### config.mk
export PLATFORM = sky130hd
export DESIGN_NAME = iamu_ctrl
export DESIGN_NICKNAME = d
export VERILOG_FILES = /design/src/iamu_pkg.sv /design/src/iamu_ctrl.sv
export SDC_FILE = /design/constraint.sdc
export NUM_CORES = 1
export LEC_CHECK = 0
export BUFFER_PORTS_ARGS = -buffer_cell sky130_fd_sc_hd__buf_2
export CAP_MARGIN = 5
export CELL_PAD_IN_SITES_DETAIL_PLACEMENT = 1
export CELL_PAD_IN_SITES_GLOBAL_PLACEMENT = 1
export CORE_UTILIZATION = 27
export DETAILED_ROUTE_END_ITERATION = 16
export PLACE_DENSITY_LB_ADDON = 0.1
export SLEW_MARGIN = 20
export SYNTH_ARGS = -nofsm -noshare
export SYNTH_HDL_FRONTEND = slang
export SYNTH_SLANG_ARGS = --single-unit
### constraint.sdc
create_clock -name clock -period 1.1 [get_ports clock]
set_input_delay 0.055 -clock clock [delete_from_list [all_inputs] [get_ports clock]]
set_output_delay 0.055 -clock clock [all_outputs]
set_load 0.1 [all_outputs]
### src/iamu_pkg.sv
// Shared types, constants and the quarter-wave sine function of the upconverter.
`default_nettype none
package iamu_pkg;

   // Default sizes
   localparam int TAPS_DEF        = 24;
   localparam int MAX_FACTOR_DEF  = 16;
   localparam int SINE_SIZE_DEF   = 1024;

   // Fixed field widths
   localparam int TAP_IDX_W = 9;
   localparam int TAP_W     = 18;
   localparam int SMP_W     = 16;
   localparam int FACTOR_W  = 5;
   localparam int GAIN_W    = 16;
   localparam int PH_W      = 30;
   localparam int CSR_IDX_W = 2;
   localparam int STEP_W    = 5;
   localparam int REQ_DATA_W = 64;
   localparam int RSP_DATA_W = 32;

   // Register indexes
   localparam logic [CSR_IDX_W-1:0] CSR_FACTOR = 2'd0;
   localparam logic [CSR_IDX_W-1:0] CSR_GAIN   = 2'd1;
   localparam logic [CSR_IDX_W-1:0] CSR_RATE   = 2'd2;
   localparam logic [CSR_IDX_W-1:0] CSR_OFFSET = 2'd3;

   // Input actions
   localparam logic ACT_TAP    = 1'b0;
   localparam logic ACT_SAMPLE = 1'b1;

   typedef enum logic [3:0] {
      ST_IDLE,
      ST_PH_MOD,
      ST_STEP_MOD,
      ST_TIX_GO,
      ST_TIX,
      ST_MAC,
      ST_ROUND,
      ST_MIX,
      ST_SUM,
      ST_GAIN,
      ST_EMIT
   } state_type;

   typedef struct packed {
      logic load_tap;
      logic take_sample;
      logic take_phase;
      logic start_step;
      logic take_step;
      logic start_tix;
      logic take_tix;
      logic mac_start;
      logic emit;
      logic next_phase;
   } cmd_type;

   typedef struct packed {
      logic div_busy;
      logic mac_done;
      logic out_free;
      logic last_phase;
   } status_type;

   // Sine of u quarter turns (u in Q.30) as a Q1.15 magnitude, series to x^11
   function automatic logic [15:0] quarter_sine(input logic [30:0] u);
      logic [63:0]        x;
      logic [63:0]        x2;
      logic [63:0]        term;
      logic signed [63:0] sum;
      logic signed [63:0] r;
      x    = ({33'd0, u} * 64'd1686629713) >> 30;
      x2   = (x * x) >> 30;
      term = x;
      sum  = signed'(x);
      term = ((term * x2) >> 30) / 64'd6;
      sum  = sum - signed'(term);
      term = ((term * x2) >> 30) / 64'd20;
      sum  = sum + signed'(term);
      term = ((term * x2) >> 30) / 64'd42;
      sum  = sum - signed'(term);
      term = ((term * x2) >> 30) / 64'd72;
      sum  = sum + signed'(term);
      term = ((term * x2) >> 30) / 64'd110;
      sum  = sum - signed'(term);
      if (sum < 0) sum = 64'sd0;
      r = (sum + 64'sd16384) >>> 15;
      if (r > 64'sd32767) r = 64'sd32767;
      return r[15:0];
   endfunction

endpackage
`default_nettype wire

### src/iamu_ctrl.sv
// Controller: takes tap loads and sequences phase reduction, per-output index, MAC, mixing and emit.
`default_nettype none
module iamu_ctrl (
   input  wire logic                 clock,
   input  wire logic                 reset,
   input  wire logic                 req_tvalid,
   input  wire logic                 req_tuser,
   output logic                      req_tready,
   input  wire iamu_pkg::status_type status,
   output iamu_pkg::cmd_type         cmd
);
   iamu_pkg::state_type state_ff, state_in;

   always_ff @(posedge clock) begin
      if (reset) state_ff <= iamu_pkg::ST_IDLE;
      else       state_ff <= state_in;
   end

   // Next state and commands
   always_comb begin
      state_in   = state_ff;
      cmd        = '0;
      req_tready = 1'b0;
      case (state_ff)
         iamu_pkg::ST_IDLE: begin
            req_tready = 1'b1;
            if (req_tvalid) begin
               if (req_tuser == iamu_pkg::ACT_SAMPLE) begin
                  cmd.take_sample = 1'b1;
                  state_in        = iamu_pkg::ST_PH_MOD;
               end else begin
                  cmd.load_tap = 1'b1;
               end
            end
         end
         iamu_pkg::ST_PH_MOD: begin
            if (!status.div_busy) begin
               cmd.take_phase = 1'b1;
               cmd.start_step = 1'b1;
               state_in       = iamu_pkg::ST_STEP_MOD;
            end
         end
         iamu_pkg::ST_STEP_MOD: begin
            if (!status.div_busy) begin
               cmd.take_step = 1'b1;
               state_in      = iamu_pkg::ST_TIX_GO;
            end
         end
         iamu_pkg::ST_TIX_GO: begin
            cmd.start_tix = 1'b1;
            state_in      = iamu_pkg::ST_TIX;
         end
         iamu_pkg::ST_TIX: begin
            if (!status.div_busy) begin
               cmd.take_tix  = 1'b1;
               cmd.mac_start = 1'b1;
               state_in      = iamu_pkg::ST_MAC;
            end
         end
         iamu_pkg::ST_MAC:   if (status.mac_done) state_in = iamu_pkg::ST_ROUND;
         iamu_pkg::ST_ROUND: state_in = iamu_pkg::ST_MIX;
         iamu_pkg::ST_MIX:   state_in = iamu_pkg::ST_SUM;
         iamu_pkg::ST_SUM:   state_in = iamu_pkg::ST_GAIN;
         iamu_pkg::ST_GAIN:  state_in = iamu_pkg::ST_EMIT;
         iamu_pkg::ST_EMIT: begin
            if (status.out_free) begin
               cmd.emit       = 1'b1;
               cmd.next_phase = 1'b1;
               state_in = status.last_phase ? iamu_pkg::ST_IDLE : iamu_pkg::ST_TIX_GO;
            end
         end
         default: state_in = iamu_pkg::ST_IDLE;
      endcase
   end
endmodule
`default_nettype wire

==> results of run 1 <==
## stage by stage
step	cells	TNS, ns	utilization (%)	setup WS (ns)
after floorplan	52	-9.197	-	-1.355
after detailed placement	92	-2.762	62.73	-0.3423
after CTS	104	-4.030	71.25	-0.3776
after global placement	92	-2.347	62.73	-0.2631
## kinds of logic after synthesis
| group | count (synthesis) |
|---|---|
| xor+xnor | 2 |
| compound gates | 16 |
| simple gates | 21 |
| flops | 4 |
| buf+inv | 9 |
## cell usage after synthesis (all sizes together)
library cell	n
a211oi	2
a21o	1
a21oi	3
a22oi	1
a311oi	1
a31oi	2
and3	1
and3b	1
buf	8
dfxtp	4
inv	1
nand2	4
nand2b	2
nand3	1
nand4b	1
nor2	3
nor2b	1
nor3	1
nor4	3
nor4b	3
o211ai	1
o21ai	4
o32ai	1
xnor2	1
xor2	1
## repair_timing
item / in CTS
setup endpoints to repair: 15
gates resized for setup: 10
buffers inserted: 9
pin swaps: 6
==> flow_metrics.py, run 1 <==
metrics = {
    "placement": {
        "postPlaceCellArea_um2": 857.1,
        "place.gp.congestion": 0.7387,
        "io_buffers": 18,
        "place_hpwl_um": 1087,
    },
    "sta": {
        "worst-ep-kind": "primary output",
        "postGrtWorstEndpoint": "cmd[9]",
    },
    "yosys": {
        "synth_warnings": 0,
        "synth.largest_area_cell": "dfxtp_1",
        "synth_xor_area_share_pct": 4.204,
        "synthAdderAreaFrac_pct": 0,
        "synth_top_family_by_area": "simple AND/OR/NAND/NOR gates",
        "synth-simple-area-share_pct": 32.73,
        "yosysUniqueCellTypes": 31,
        "ys_ff_latch": 4,
        "syn_inst": 52,
        "synth_nets": 60,
        "synth.area.top_cells": "dfxtp_1 (19%), buf_4 (9.0%), nor4b_1 (4.2%)",
        "synth_top_area_share_pct": 19.22,
        "syn_area_per_cell_um2": 8.013,
        "synth_compound_area_share_pct": 28.83,
        "synth_area_um2": 416.7,
        "ys_seq_area_share_pct": 19.22,
        "synthMuxAreaShare_pct": 0,
    },
    "cts": {
        "cts_made_buffers": 3,
        "clockRootBuffer": "clkbuf_4",
        "clock-sinks": 4,
        "htree_levels": 1,
        "clockBufferDepth": 2,
        "ctsHoldBuffers": 0,
    },
    "global_routing": {
        "grt_max_degree": 11,
        "grt_antenna_before_repair": 0,
    },
    "status": {
        "error": "[ERROR DPL-0033] detailed placement checks failed during check placement.",
        "status": "stopped before the end",
        "stop_stage": "global routing",
    },
    "die": {
        "ios": 19,
        "die_h_um": 41.28,
        "die_x_um": 41.28,
        "start_util_pct": 30.49,
        "rows": 13,
    },
}
==> run 2: changes to the inputs <==
Settings changed: CELL_PAD_IN_SITES_DETAIL_PLACEMENT 1 to unset, CELL_PAD_IN_SITES_GLOBAL_PLACEMENT 1 to unset, CORE_AREA set to 2 2 63 65, CORE_UTILIZATION 27 to unset, DIE_AREA set to 0 0 65 67, PLACE_DENSITY_LB_ADDON 0.1 to 0.15.
Clock period 1.1 ns to 1.4 ns, I/O delays scaled along.
==> run 2 against run 1 <==
Against the previous run:
- the flow now finishes, with violations (negative setup slack)
- synthesized area did not move
- synthesized cell count did not move
==> flow_metrics.py, run 2 <==
metrics = {
    "status": {
        "status": "finished, violations left",
        "violations": "negative setup slack",
    },
    "detailed_routing": {
        "dr.pass1.iters": 4,
        "ant_nets": 0,
        "post_drt_wl_per_cell_um": 11.46,
        "drc": 0,
        "vias": 537,
        "dr.first_iter.drc_count": 19,
        "routed_via_density": 3.978,
        "routed_wirelength_um": 1547,
    },
    "die": {
        "die_x_um": 65,
        "rows": 22,
        "die_h_um": 67,
        "ios": 19,
        "die_area_um2": 4355,
        "start_util_pct": 11.55,
        "fp.coreArea_um2": 3606,
    },
    "sta": {
        "min_period_ns": 1.453,
        "max_freq_ghz": 0.6883,
        "rsz0062_at_grt": "yes",
        "fin_hold_ws_ns": 0.06944,
        "worstMarginPinSlew_ns": 0.2843,
        "max-slew-margin-rel_pct": 80.92,
        "setup_viol": 6,
        "finClkSkew_ns": 0.003838,
        "final_max_slew_viol_count": 0,
        "fin_ws_ns": -0.05285,
        "fin_tns_setup_ns": -0.2303,
        "report.final.hold_viol_count": 0,
        "fin_crit_sh_pct": 103.8,
    },
    "critical_path": {
        "start_kind": "register",
        "crit_type": "reg -> out",
        "max_stage_delay_ns": 0.37,
        "crit_path_end_kind": "output port",
        "cp.required_ns": 1.33,
        "arrival_ns": 1.38,
        "critical_path_peak_fanout": 5,
        "path_delay_family": "simple AND/OR/NAND/NOR gates",
        "slowest_stage": "dfxtp_4",
        "critPathBufInv": 2,
        "crit_chain": "buf_6 > nor4_4 > nand2_1 > nor2_4 > buf_12",
    },
    "cts": {
        "clockRootBuffer": "clkbuf_8",
        "ctsHoldBuffers": 0,
        "clkLatencyLatePin_ns": 0.22,
        "clock-sinks": 4,
        "clockBufferDepth": 2,
        "htree_levels": 1,
        "cts_tree": "yes",
        "clkTransAtPathRegs_ns": 0.03,
        "cts_made_buffers": 3,
    },
    "final_layout": {
        "layout_commonest_cell": "buf_4",
        "largest_register_ffs": 4,
        "regMostFlops": "state_ff",
        "drive_above_1_share_pct": 72.41,
        "design_area_um2": 1008,
        "area_growth_pct": 142.0,
        "nNetsFinal": 97,
        "final_cell_mix": "buf_4 (20), buf_12 (11), buf_2 (7)",
        "reg.largest.list": "state_ff: 4 flops",
        "n_antenna_cell": 0,
    },
    "pwr": {
        "p_leak_uw": 0.0004012,
        "swShare_pct": 49.36,
        "power.clock.fraction_pct": 13.2,
        "internal_power_uw": 920.9,
        "comb_power_share_pct": 73.6,
        "p_seq_share_pct": 13.1,
        "ir_worst_vdd_mv": 0.5194,
        "p_switching_uw": 897.5,
        "p_per_area_nw_per_um2": 1803,
        "p_total_uw": 1818,
    },
    "yosys": {
        "yosysUniqueCellTypes": 31,
        "synth_common_cells": "buf_4 (5), dfxtp_1 (4), nand2_1 (4)",
        "ys_seq_area_share_pct": 19.22,
        "synth_area_um2": 416.7,
        "synth.largest_area_cell": "dfxtp_1",
        "synth_edf_count": 0,
        "synth_nets": 60,
        "synth_async_sr_flop_share_pct": 0,
        "synth_warnings": 0,
        "synthMostInstantiatedCell": "buf_4",
        "synth_top_area_share_pct": 19.22,
        "ys_ff_latch": 4,
        "ys.flop_type": "dfxtp_1",
        "syn_inst": 52,
        "synth.area.top_cells": "dfxtp_1 (19%), buf_4 (9.0%), nor4b_1 (4.2%)",
        "syn_area_per_cell_um2": 8.013,
    },
    "global_routing": {
        "grt_antenna_before_repair": 0,
        "grt_max_degree": 11,
        "grt_pass1_vias": 559,
        "grt_usage_pct": 7.720,
        "overflow": 0,
        "grt_pass1_wl_um": 2649,
    },
    "min_path": {
        "holdCritPathClass": "in -> reg",
    },
    "placement": {
        "postPlaceCellArea_um2": 855.8,
        "place_ws_ns": -0.1207,
        "io_buffers": 18,
        "place.gp.congestion": 0.6772,
        "place_hpwl_um": 1129,
    },
    "flow_run": {
        "cap_violations": 0,
    },
}
run 2: cell counts after synthesis:
Identical to the previous run, type by type.
run 2: what timing repair did:
item	CTS	global route
endpoints found under the setup margin	12	11
buffers inserted	10	1
resized for setup	9	1
pin swaps	8	1
endpoints found under the hold margin	0	0
run 2: power groups by stage:
stage / clock network [uW] / logic, uW / registers [uW]
after CTS: 247 / 1340 / 235
after floorplan: 0 / 923 / 162
after global routing: 257 / 1410 / 249
after global placement: 0 / 1160 / 270
after detailed placement: 0 / 1160 / 269
final: 240 / 1340 / 239
run 2: worst paths after layout:
kind | start | end | slack [ns] | cells after the start
max | state_ff[2] | cmd[9] | -0.05 | 5
min | reset | state_ff[1] | 0.07 | 2
max reg2reg | state_ff[2] | state_ff[0] | 0.06 | 5
min reg2reg | state_ff[2] | state_ff[3] | 0.61 | 3
run 2: cells by family (layout without fill, tap and decap cells):
kind of cell / Yosys count / in the layout / share of synthesized area, %
AOI/OAI and AO/OA: 16 / 16 / 28.83
DFF: 4 / 4 / 19.22
xor gates and xnor gates: 2 / 2 / 4.205
and+or+nand+nor: 21 / 21 / 32.73
buffers and inverters: 9 / 44 / 15.02
run 2: routing by layer:
layer  GRT usage, %  up-vias  part of all wire (%)
met1          9.648      267                    45
li1               -      263                     -
met4          1.596        0                     0
met3          1.858        0                   2.9
met2          13.40        7                    52
met5              0        -                     0
run 2: worst register-to-register path: cells and delay by family, from the launching register on:
family	cells	cell delay, ns
AND/OR/NAND/NOR	1	0.32
buffers and inverters	1	0.16
flip-flops	1	0.37
AO/OA/AOI/OAI	3	0.36
run 2: per-stage QoR:
stage	std cells	util [%]
floorplan	52	-
global placement	121	23.73
detailed placement	121	23.73
CTS	134	27.65
global route	135	27.97
finish	135	27.97
run 2: area by class of cell:
| type | instances | area [um2] |
|---|---|---|
| Inverter | 1 | 8.758 |
| Clock buffer | 3 | 41.29 |
| Multi-Input combinational cell | 39 | 377.9 |
| Tap cell | 48 | 60.06 |
| Sequential cell | 4 | 92.59 |
| Fill cell | 390 | 2597 |
| Timing Repair Buffer | 40 | 427.9 |
Power figures use the tool's default switching activity.
==> run 3: changes to the inputs <==
Clock period 1.4 ns to 1.24 ns, I/O delays scaled along.
==> run 3 against run 2 <==
Against the previous run:
- the flow still finishes with violations (negative setup slack)
- setup slack lost 0.16 ns
- clock power rose by 16%
- core utilization grew 2.0 points
- die area unchanged
- global-route usage rose by 0.57 points
- worst hold slack hardly changed
- first-iteration DRC count is 53% lower
- combinational power increased by 18%
- power rose by 17%
- largest cell class unchanged
==> flow_metrics.py, run 3 (synthesis results as in run 2) <==
metrics = {
    "detailed_routing": {
        "dr.first_iter.drc_count": 9,
        "post_drt_wl_per_cell_um": 11.55,
        "routed_wirelength_um": 1606,
        "vias": 552,
        "routed_via_density": 3.971,
        "dr.pass1.iters": 4,
        "ant_nets": 0,
        "drc": 0,
    },
    "status": {
        "violations": "negative setup slack",
        "status": "finished, violations left",
    },
    "min_path": {
        "worstHoldStart": "reset",
        "holdCritPathClass": "in -> reg",
        "min_to": "state_ff[1]",
        "hold_depth": 2,
    },
    "pwr": {
        "p_leak_uw": 0.0004309,
        "ir_worst_vdd_mv": 0.5910,
        "p_per_area_nw_per_um2": 1960,
        "internal_power_uw": 1073,
        "power.clock.fraction_pct": 13.1,
        "swShare_pct": 49.43,
        "p_switching_uw": 1049,
        "p_seq_share_pct": 12.3,
        "comb_power_share_pct": 74.6,
    },
    "critical_path": {
        "crit_path_end_kind": "output port",
        "start_kind": "register",
        "r2r_setup_slack_ns": -0.13,
        "r2r-end": "state_ff[0]",
        "crit_chain": "buf_6 > nor4_4 > nand2_1 > nor2_4 > buf_12",
        "cp.required_ns": 1.18,
        "slowest_stage": "dfxtp_4",
        "worstRegToRegCells": 5,
        "crit_type": "reg -> out",
        "max_stage_delay_ns": 0.38,
        "critical_path_peak_fanout": 8,
        "arrival_ns": 1.39,
        "timing.rr.start": "state_ff[0]",
    },
    "placement": {
        "io_buffers": 18,
        "place_hpwl_um": 1135,
        "dp.cells": 128,
        "postPlaceCellArea_um2": 908.4,
        "place.gp.congestion": 0.7654,
    },
    "sta": {
        "max_freq_ghz": 0.6903,
        "fin_crit_sh_pct": 116.8,
        "fin_ws_ns": -0.2086,
        "finClkSkew_ns": 0.005847,
        "setup_viol": 12,
        "final_max_slew_viol_count": 0,
        "report.final.hold_viol_count": 0,
        "rsz0062_at_grt": "yes",
        "min_period_ns": 1.449,
        "max-slew-margin-rel_pct": 80.05,
        "worstMarginPinSlew_ns": 0.2985,
    },
    "cts": {
        "clkLatencyLatePin_ns": 0.22,
        "cts_tree": "yes",
        "clockBufferDepth": 2,
        "clockRootBuffer": "clkbuf_8",
        "clock-sinks": 4,
        "htree_levels": 1,
        "cts_made_buffers": 3,
        "ctsHoldBuffers": 0,
        "clkTransAtPathRegs_ns": 0.03,
    },
    "global_routing": {
        "grt_pass1_wl_um": 2732,
        "grt_antenna_before_repair": 0,
        "grt_max_degree": 11,
        "grt_usage_pct": 8.289,
        "grt_pass1_vias": 583,
        "overflow": 0,
    },
    "die": {
        "fp.coreArea_um2": 3606,
        "die_h_um": 67,
        "die_x_um": 65,
        "rows": 22,
        "start_util_pct": 11.55,
        "ios": 19,
        "die_area_um2": 4355,
    },
    "final_layout": {
        "largest_register_ffs": 4,
        "drive_above_1_share_pct": 76.92,
        "layout_commonest_cell": "buf_4",
        "n_antenna_cell": 0,
        "final_cell_mix": "buf_4 (21), buf_12 (11), buf_2 (7), buf_6 (5)",
        "fin_util_pct": 30.01,
        "regMostFlops": "state_ff",
        "design_area_um2": 1082,
        "nNetsFinal": 101,
        "fin_cells": 139,
        "reg.largest.list": "state_ff: 4 flops",
        "area_growth_pct": 159.8,
    },
    "flow_run": {
        "cap_violations": 0,
    },
}
[run 3: worst max path at each step]
stage,start,endpoint,slack [ns],depth (start not counted)
6_report,state_ff[2],cmd[9],-0.21,5
5_1_grt,state_ff[2],cmd[9],-0.26,5
4_1_cts,state_ff[2],cmd[9],-0.22,5
3_5_place_dp,state_ff[3],state_ff[1],-0.13,4
3_3_place_gp,state_ff[3],state_ff[1],-0.20,4
2_1_floorplan,state_ff[1],cmd[9],-1.22,4
[run 3: layout make-up]
cell class,count,area (um2)
multi-input combinational,39,407.9
inverter,1,8.758
sequential,4,95.09
timing repair buffer,44,469.2
tap,48,60.06
clock buffer,3,41.29
fill,385,2524
[run 3: repair_timing]
item | in CTS | in global routing
buffers inserted | 6 | 2
endpoints found under the setup margin | 13 | 14
resized for setup | 15 | 5
gates cloned | 0 | 0
pin swaps | 10 | 5
[run 3: per-layer routing]
layer	wire length [um]	global-route usage, %
met1	677	10.05
met2	821	12.50
met3	54	1.351
met4	52	7.447
met5	0	0
[run 3: through the flow]
stage	setup WS (ns)	total power (uW)	setup TNS (ns)	hold slack (ns)
after floorplan	-1.222	1225	-7.664	0.1193
after global placement	-0.2027	1660	-1.235	0.2933
after detailed placement	-0.1350	1650	-0.9698	0.2871
after CTS	-0.2219	2092	-1.968	0.05716
after global routing	-0.2648	2217	-2.685	0.07564
final	-0.2086	2121	-1.822	0.06957
[run 3: worst max-delay path: cells and delay by family, from the launching register on]
kind | cells | cell delay [ns]
DFF | 1 | 0.38
buffers and inverters | 2 | 0.31
and+or+nand+nor | 3 | 0.49
[run 3: power by group through the flow]
| stage | Clock [uW] | Sequential, uW | Combinational (uW) |
|---|---|---|---|
| 3_3_place_gp | 0 | 285 | 1370 |
| 6_report | 278 | 261 | 1580 |
| 4_1_cts | 290 | 261 | 1540 |
| 2_1_floorplan | 0 | 183 | 1040 |
| 3_5_place_dp | 0 | 280 | 1370 |
| 5_1_grt | 294 | 271 | 1650 |
==> run 4: changes to the inputs <==
Settings changed: REMOVE_ABC_BUFFERS set to 1.
==> run 4 against run 3 <==
Against the previous run:
- the run still ends with negative setup slack left
- register-to-register slack improved by 0.08 ns
- fmax increased by 2.9%
- global-route usage decreased by 0.93 points
- core utilization unchanged
- die area unchanged
- flip-flop and latch count unchanged
- combinational power increased by 3%
- setup slack improved by 0.041 ns
- final cell count decreased by 0.72%
- highest routed layer is now met3
==> flow_metrics.py, run 4 (synthesis results as in run 2) <==
metrics = {
    "cts": {
        "clkLatencyLatePin_ns": 0.21,
        "clock-sinks": 4,
        "htree_levels": 1,
        "clkTransAtPathRegs_ns": 0.03,
        "cts_tree": "yes",
        "clockBufferDepth": 2,
        "clockRootBuffer": "clkbuf_8",
        "cts_made_buffers": 3,
    },
    "final_layout": {
        "multi_input_area_um2": 415.4,
        "regMostFlops": "state_ff",
        "reg.largest.list": "state_ff: 4 flops",
        "area_growth_pct": 159.8,
        "fillers": 393,
        "drive_above_1_share_pct": 75.56,
        "n_antenna_cell": 0,
        "final_cell_mix": "buf_4 (21), buf_12 (12), buf_2 (8), dfxtp_4 (4)",
        "layout_commonest_cell": "buf_4",
        "nNetsFinal": 100,
        "layout.area.seq_um2": 95.09,
        "largest_register_ffs": 4,
        "design_area_um2": 1082,
    },
    "placement": {
        "place_hpwl_um": 1052,
        "postPlaceCellArea_um2": 805.8,
        "place.gp.congestion": 0.7305,
        "io_buffers": 18,
        "place_ws_ns": -0.2063,
    },
    "global_routing": {
        "grt_pass1_wl_um": 2456,
        "grt_busiest_layer": "met2",
        "met2_usage_pct": 14.05,
        "use_met1_pct": 7.229,
        "overflow": 0,
        "grt_antenna_before_repair": 0,
        "use_met3_pct": 2.872,
        "grt_max_degree": 11,
        "grt_usage_pct": 7.361,
        "grt_pass1_vias": 575,
    },
    "sta": {
        "setup_viol": 13,
        "worstMarginPinSlew_ns": 0.2513,
        "max_freq_ghz": 0.7104,
        "finClkSkew_ns": 0.001830,
        "rsz0062_at_grt": "yes",
        "fin_ws_ns": -0.1676,
        "final_max_slew_viol_count": 0,
        "max-slew-margin-rel_pct": 83.12,
        "fin_hold_ws_ns": 0.05113,
        "report.final.hold_viol_count": 0,
        "min_period_ns": 1.408,
        "fin_crit_sh_pct": 113.5,
    },
    "critical_path": {
        "start_kind": "register",
        "crit_path_end_kind": "output port",
        "crit_type": "reg -> out",
        "critical_path_peak_fanout": 6,
        "arrival_ns": 1.35,
        "slowest_stage": "dfxtp_4",
        "crit_chain": "buf_6 > nand2b_4 > nor4_4 > buf_4 > buf_12",
        "cp.required_ns": 1.18,
        "max_stage_delay_ns": 0.38,
    },
    "status": {
        "violations": "negative setup slack",
        "status": "finished, violations left",
    },
    "pwr": {
        "ir_worst_vdd_mv": 0.5845,
        "p_total_uw": 2120,
        "p_leak_uw": 0.0004414,
        "p_per_area_nw_per_um2": 1959,
    },
    "die": {
        "rows": 22,
        "ios": 19,
        "die_x_um": 65,
        "die_h_um": 67,
        "start_util_pct": 11.55,
        "fp.coreArea_um2": 3606,
        "die_area_um2": 4355,
    },
    "detailed_routing": {
        "ant_nets": 0,
        "routed_via_density": 3.949,
        "vias": 545,
        "post_drt_wl_per_cell_um": 11.13,
        "dr.first_iter.drc_count": 17,
        "dr.pass1.iters": 4,
        "routed_wirelength_um": 1536,
        "drc": 0,
    },
    "flow_run": {
        "cap_violations": 0,
    },
    "min_path": {
        "holdCritPathClass": "in -> reg",
    },
}
==> run 4: changes by cell type in the layout (fill, tap and decap cells not counted), sizes merged <==
cell  change
buf       -1
==> run 4: final cells by class <==
class,instances,share of cell area (%)
Multi-Input combinational cell,39,38.38
Tap cell,48,5.549
Timing Repair Buffer,43,42.89
Clock buffer,3,3.815
Inverter,1,0.5780
Sequential cell,4,8.786
==> run 4: power breakdown <==
part	internal (uW)	switching (uW)	leakage [uW]
Sequential	171	66.4	0.0000356
Clock	206	61.1	0.0000216
Combinational	716	899	0.000384
Total	1090	1030	0.000441
==> run 4: through the flow <==
step / setup TNS, ns / std cells / utilization [%]
after floorplan: -41.77 / 44 / -
after global placement: -1.596 / 126 / 22.35
after detailed placement: -1.748 / 126 / 22.35
after CTS: -1.695 / 134 / 27.76
after global routing: -2.346 / 138 / 30.01
final: -1.512 / 138 / 30.01
==> run 4: final timing paths <==
path,startpoint,to,slack [ns],cells after the start
max reg2reg,state_ff[2],state_ff[0],-0.05,5
max,state_ff[3],cmd[5],-0.17,5
min,reset,state_ff[1],0.05,2
min reg2reg,state_ff[3],state_ff[2],0.54,1
==> run 4: per-layer routing <==
| metal | up-vias | share of wire (%) |
|---|---|---|
| li1 | 272 | - |
| met1 | 262 | 40 |
| met2 | 11 | 54 |
| met3 | 0 | 5.5 |
| met4 | 0 | 0 |
| met5 | - | 0 |
==> run 4: critical path, delay by kind of cell (launching register included) <==
family        cells  cell delay (ns)
buf+inv           3             0.46
flops             1             0.38
simple gates      2             0.29
==> run 4: timing repair <==
item,CTS,global route
pin swaps,3,5
setup endpoints to repair,14,13
setup buffers,5,4
gates resized for setup,29,7
hold buffers,0,0
